`src/sv/tks_pkg.sv`:
```
// ----------------------------------------------------------------------------
// tks_pkg
// Constants and types for the top-k score selector.
// ----------------------------------------------------------------------------
`timescale 1ns / 1ps

package tks_pkg;

  localparam int unsigned MAX_KEEP      = 64;
  localparam int unsigned CHUNK_ID_BITS = 8;
  localparam int unsigned KEEP_RESET    = 10;
  localparam int unsigned CFG_W         = 7;
  localparam int unsigned SCORE_W       = 32;
  localparam int unsigned DOC_W         = 32;

  localparam logic CMD_PUSH    = 1'b0;
  localparam logic CMD_EXTRACT = 1'b1;

  typedef enum logic {
    ST_IDLE,
    ST_DRAIN
  } tks_state_e;

  typedef struct packed {
    logic insert;
    logic drain;
  } tks_cell_op_t;

endpackage

```
`src/sv/tks_cell.sv`:
```
// ----------------------------------------------------------------------------
// tks_cell
// One slot of the sorted chain: holds a match, shifts down on insert
// and up on drain.
// ----------------------------------------------------------------------------
`timescale 1ns / 1ps

module tks_cell #(
  parameter int unsigned ChunkIdBits = tks_pkg::CHUNK_ID_BITS
) (
  input  logic                                clk_i,
  input  logic                                rst_ni,
  input  tks_pkg::tks_cell_op_t               op_i,
  input  logic                                enable_i,
  input  logic [ChunkIdBits-1:0]              new_chunk_i,
  input  logic [tks_pkg::DOC_W-1:0]           new_doc_i,
  input  logic signed [tks_pkg::SCORE_W-1:0]  new_score_i,
  input  logic                                prev_lt_i,
  input  logic                                prev_valid_i,
  input  logic [ChunkIdBits-1:0]              prev_chunk_i,
  input  logic [tks_pkg::DOC_W-1:0]           prev_doc_i,
  input  logic signed [tks_pkg::SCORE_W-1:0]  prev_score_i,
  input  logic                                next_valid_i,
  input  logic [ChunkIdBits-1:0]              next_chunk_i,
  input  logic [tks_pkg::DOC_W-1:0]           next_doc_i,
  input  logic signed [tks_pkg::SCORE_W-1:0]  next_score_i,
  output logic                                lt_o,
  output logic                                valid_o,
  output logic [ChunkIdBits-1:0]              chunk_o,
  output logic [tks_pkg::DOC_W-1:0]           doc_o,
  output logic signed [tks_pkg::SCORE_W-1:0]  score_o
);
  import tks_pkg::*;

  logic                      valid_q, valid_d;
  logic [ChunkIdBits-1:0]    chunk_q, chunk_d;
  logic [DOC_W-1:0]          doc_q, doc_d;
  logic signed [SCORE_W-1:0] score_q, score_d;
  logic                      load;

  // empty slot ranks below anything; equal score stays ahead
  assign lt_o = !valid_q || (score_q < new_score_i);

  always_comb begin
    valid_d = valid_q;
    chunk_d = chunk_q;
    doc_d   = doc_q;
    score_d = score_q;
    load    = 1'b0;
    if (op_i.insert && enable_i && lt_o) begin
      load = 1'b1;
      if (prev_lt_i) begin
        valid_d = prev_valid_i;
        chunk_d = prev_chunk_i;
        doc_d   = prev_doc_i;
        score_d = prev_score_i;
      end else begin
        valid_d = 1'b1;
        chunk_d = new_chunk_i;
        doc_d   = new_doc_i;
        score_d = new_score_i;
      end
    end else if (op_i.drain) begin
      load    = 1'b1;
      valid_d = next_valid_i;
      chunk_d = next_chunk_i;
      doc_d   = next_doc_i;
      score_d = next_score_i;
    end
  end

  always_ff @(posedge clk_i or negedge rst_ni) begin
    if (!rst_ni) begin
      valid_q <= 1'b0;
    end else begin
      valid_q <= valid_d;
    end
  end

  always_ff @(posedge clk_i) begin
    if (load) begin
      chunk_q <= chunk_d;
      doc_q   <= doc_d;
      score_q <= score_d;
    end
  end

  assign valid_o = valid_q;
  assign chunk_o = chunk_q;
  assign doc_o   = doc_q;
  assign score_o = score_q;

endmodule

```
`config.mk`:
```
export PLATFORM = sky130hd
export DESIGN_NAME = tks_cell
export DESIGN_NICKNAME = d
export VERILOG_FILES = /design/src/sv/tks_pkg.sv /design/src/sv/tks_cell.sv
export SDC_FILE = /design/constraint.sdc
export NUM_CORES = 1
export LEC_CHECK = 0
export ABC_AREA = 1
export BUFFER_PORTS_ARGS = -buffer_cell sky130_fd_sc_hd__buf_2
export CAP_MARGIN = 10
export CORE_MARGIN = 4
export CORE_UTILIZATION = 25
export CTS_CLUSTER_DIAMETER = 100
export CTS_CLUSTER_SIZE = 12
export DETAILED_ROUTE_END_ITERATION = 12
export GPL_ROUTABILITY_DRIVEN = 0
export GPL_TIMING_DRIVEN = 0
export PLACE_DENSITY = 0.54
export SLEW_MARGIN = 20
export SYNTH_ARGS = -nofsm -noshare
export SYNTH_HDL_FRONTEND = slang
export SYNTH_SLANG_ARGS = --single-unit
```
`constraint.sdc`:
```
create_clock -name clk_i -period 3.7 [get_ports clk_i]
set_input_delay 0 -clock clk_i [delete_from_list [all_inputs] [get_ports clk_i]]
set_output_delay 0 -clock clk_i [all_outputs]
set_load 0.05 [all_outputs]
```
==> out/metrics.yaml <==
outcome: "completed"
grt_max_degree: 52
cts_root_buffer: "clkbuf_16"
drt_iter0_drc: 133
dr.pass1.iters: 4
reg2reg_slack_ns: 0.46
drc: 0
post-route-period-util_pct: 87.5
finClkSkew_ns: 0.00607
finalSetupViolCount: 0
via_count: 4830
cp_max_fo: 10
yosys.area.top_type: "edfxtp_1"
gr-usage-all-layers_pct: 15.5
numCtsBuffers: 9
rows: 50
clk_latency_ns: 0.33
ir_worst_vdd_v: 0.000230
ios: 298
whs_ns: 0.0295
grt-ovfl-total: 0
nets: 1134
drive_above_1_share_pct: 45.3
antenna_found_initial: 0
fp.dieW_microns: 147
synth_seq_cells: 73
grt_pass1_wl_microns: 26600
stdcell_area_sq_um: 7750
syn2layout_area_growth_pct: 59.3
die_y_microns: 147
syn_nets: 748
viasPerCell: 4.23
critPathCaptureType: "flip-flop"
syn_inst: 493
h-tree-depth: 3
ys_warn_count: 0
place_hpwl_microns: 13200
avgSynthCellArea_sq_um: 9.86
hold_viol_final: 0
cts_tree: "yes"
slew_headroom_pct: 41.3
rsz0062_at_grt: "false"
start_util_pct: 25.7
cap_viol_max_count: 0
postRouteAntennaNets: 0
portBuffers: 296
core_area_sq_um: 18900
pre_cts_slack_ns: 0.769
p_leak_nw: 3.87
max_freq_mhz: 309
period_minus_slack_ns: 3.24
start_kind: "flip-flop"
slew_viol_final: 0
min_path_type: "in2reg"
clkSinkCount: 73
grt_pass1_vias: 5161
cts_buffer_depth: 2
layout_setup_ws_ns: 0.462
syn_area_sq_um: 4860
die-area_sq_um: 21700
synth_seq_area_share_pct: 45.0
cts_setup_buffers: 0
synthDistinctLibCells: 25
setup.worst_path.class: "reg2reg"
powerDensity_nw_per_um2: 387
synth_area_leaders: "edfxtp_1, o21ai_2, nand2_1"
wirelength_microns: 17100
synth_top_area_share_pct: 44.5
clk_pin_slew_worst_paths_ns: 0.06
avgRoutedWirePerCell_microns: 14.9
arrival_ns: 3.45
antennaDiodeCount: 0
worst-slew-pin-transition_ns: 0.881
postPlaceCellArea_sq_um: 6710
required_ns: 3.91
[what timing repair did]
action,in CTS,in global routing
endpoints found under the hold margin,73,1
hold buffers,77,1
resized for setup,0,0
[registers in the layout (all words and copies together) (netlist names)]
register / count
valid_o: 1
doc_o: 32
score_o: 32
chunk_o: 8
[final timing paths]
kind	start	endpoint	depth (start not counted)
hold / removal	new_doc_i[1]	doc_o[1]	3
max in group asynchronous	rst_ni	valid_o	3
min in group asynchronous	rst_ni	valid_o	3
setup reg to reg	score_o[31]	valid_o	15
setup / recovery	score_o[31]	valid_o	15
hold reg to reg	valid_o	chunk_o[5]	4
[kinds of logic after synthesis]
kind of cell    share of synthesized area (%)
compound gates                           18.2
fa+ha+maj                                7.98
buf+inv                                  7.95
flops                                    45.0
mux                                      8.44
simple gates                             12.5
[worst max-delay path, cell delays in order (launching register included)]
cell,delay [ns]
edfxtp_1,0.38
ha_1,0.37
nand4_1,0.11
inv_1,0.09
nand4_2,0.10
a21oi_1,0.18
nor2_1,0.10
nand3_1,0.12
nand3_2,0.11
nand2_2,0.12
buf_6,0.17
nand2_1,0.06
nand2_1,0.05
dlygate4sd3_1,0.54
nand2_1,0.06
dlygate4sd3_1,0.56
[per-stage QoR]
stage / util, % / cells / power, mW / TNS (ns)
final: 41.0 / 1143 / 3.00 / 0
after global routing: 41.0 / 1143 / 3.18 / 0
after CTS: 41.0 / 1142 / 3.06 / 0
after detailed placement: 35.5 / 1050 / 2.17 / 0
after global placement: 35.3 / 1049 / 2.16 / -3.05
after floorplan: - / 493 / 1.83 / 0
[synth_stat cells]
library cell / n
o21ai_2: 68
o21ai_0: 35
nand2_1: 135
clkinv_1: 1
nand4_1: 2
edfxtp_1: 72
buf_4: 1
a21oi_1: 16
inv_1: 43
nor3_2: 1
nand3_1: 4
mux2i_1: 41
o21a_1: 1
dfrtp_1: 1
buf_6: 14
nor2_1: 6
nand3_2: 1
o21ai_1: 4
ha_1: 31
clkbuf_1: 11
nand2_2: 1
buf_8: 1
nand4_2: 1
o211ai_1: 1
nor3_1: 1
[cell usage in the layout (no fill, tap or decap)]
cell type	instances
a21oi_1	16
buf_16	1
buf_2	296
buf_4	1
buf_6	14
buf_8	1
clkbuf_1	11
clkbuf_16	9
clkinv_1	2
clkinv_2	2
clkinvlp_4	3
dfrtp_1	1
dlygate4sd3_1	78
edfxtp_1	72
ha_1	31
inv_1	43
mux2i_1	41
nand2_1	134
nand2_2	1
nand2_4	1
nand3_1	4
nand3_2	1
nand4_1	2
nand4_2	1
nor2_1	6
nor3_1	1
nor3_2	1
o211ai_1	1
o21a_1	1
o21ai_0	35
o21ai_1	4
o21ai_2	68
[layer usage]
metal | part of all wire, % | vias to the layer above | GRT usage, %
li1 | - | 2476 | -
met1 | 40 | 2157 | 17.8
met2 | 51 | 183 | 28.5
met3 | 6.7 | 14 | 3.56
met4 | 1.6 | 0 | 4.99
met5 | 0 | - | 0
[area by class of cell]
| type | count | area [sq um] |
|---|---|---|
| clock buffers | 9 | 225 |
| flip-flops and latches | 73 | 2190 |
| plain buffers | 27 | 221 |
| well taps | 260 | 325 |
| clock inverters | 6 | 36.3 |
| multi-input cells | 349 | 2300 |
| inverters | 44 | 165 |
| fillers | 1961 | 11100 |
| repair buffers | 375 | 2290 |
[report_power, final]
group          total [mW]  internal (mW)  switching [mW]
clock               0.797          0.445           0.352
sequential           1.08           1.04          0.0382
combinational        1.12          0.386           0.736
Power figures use the tool's default switching activity.
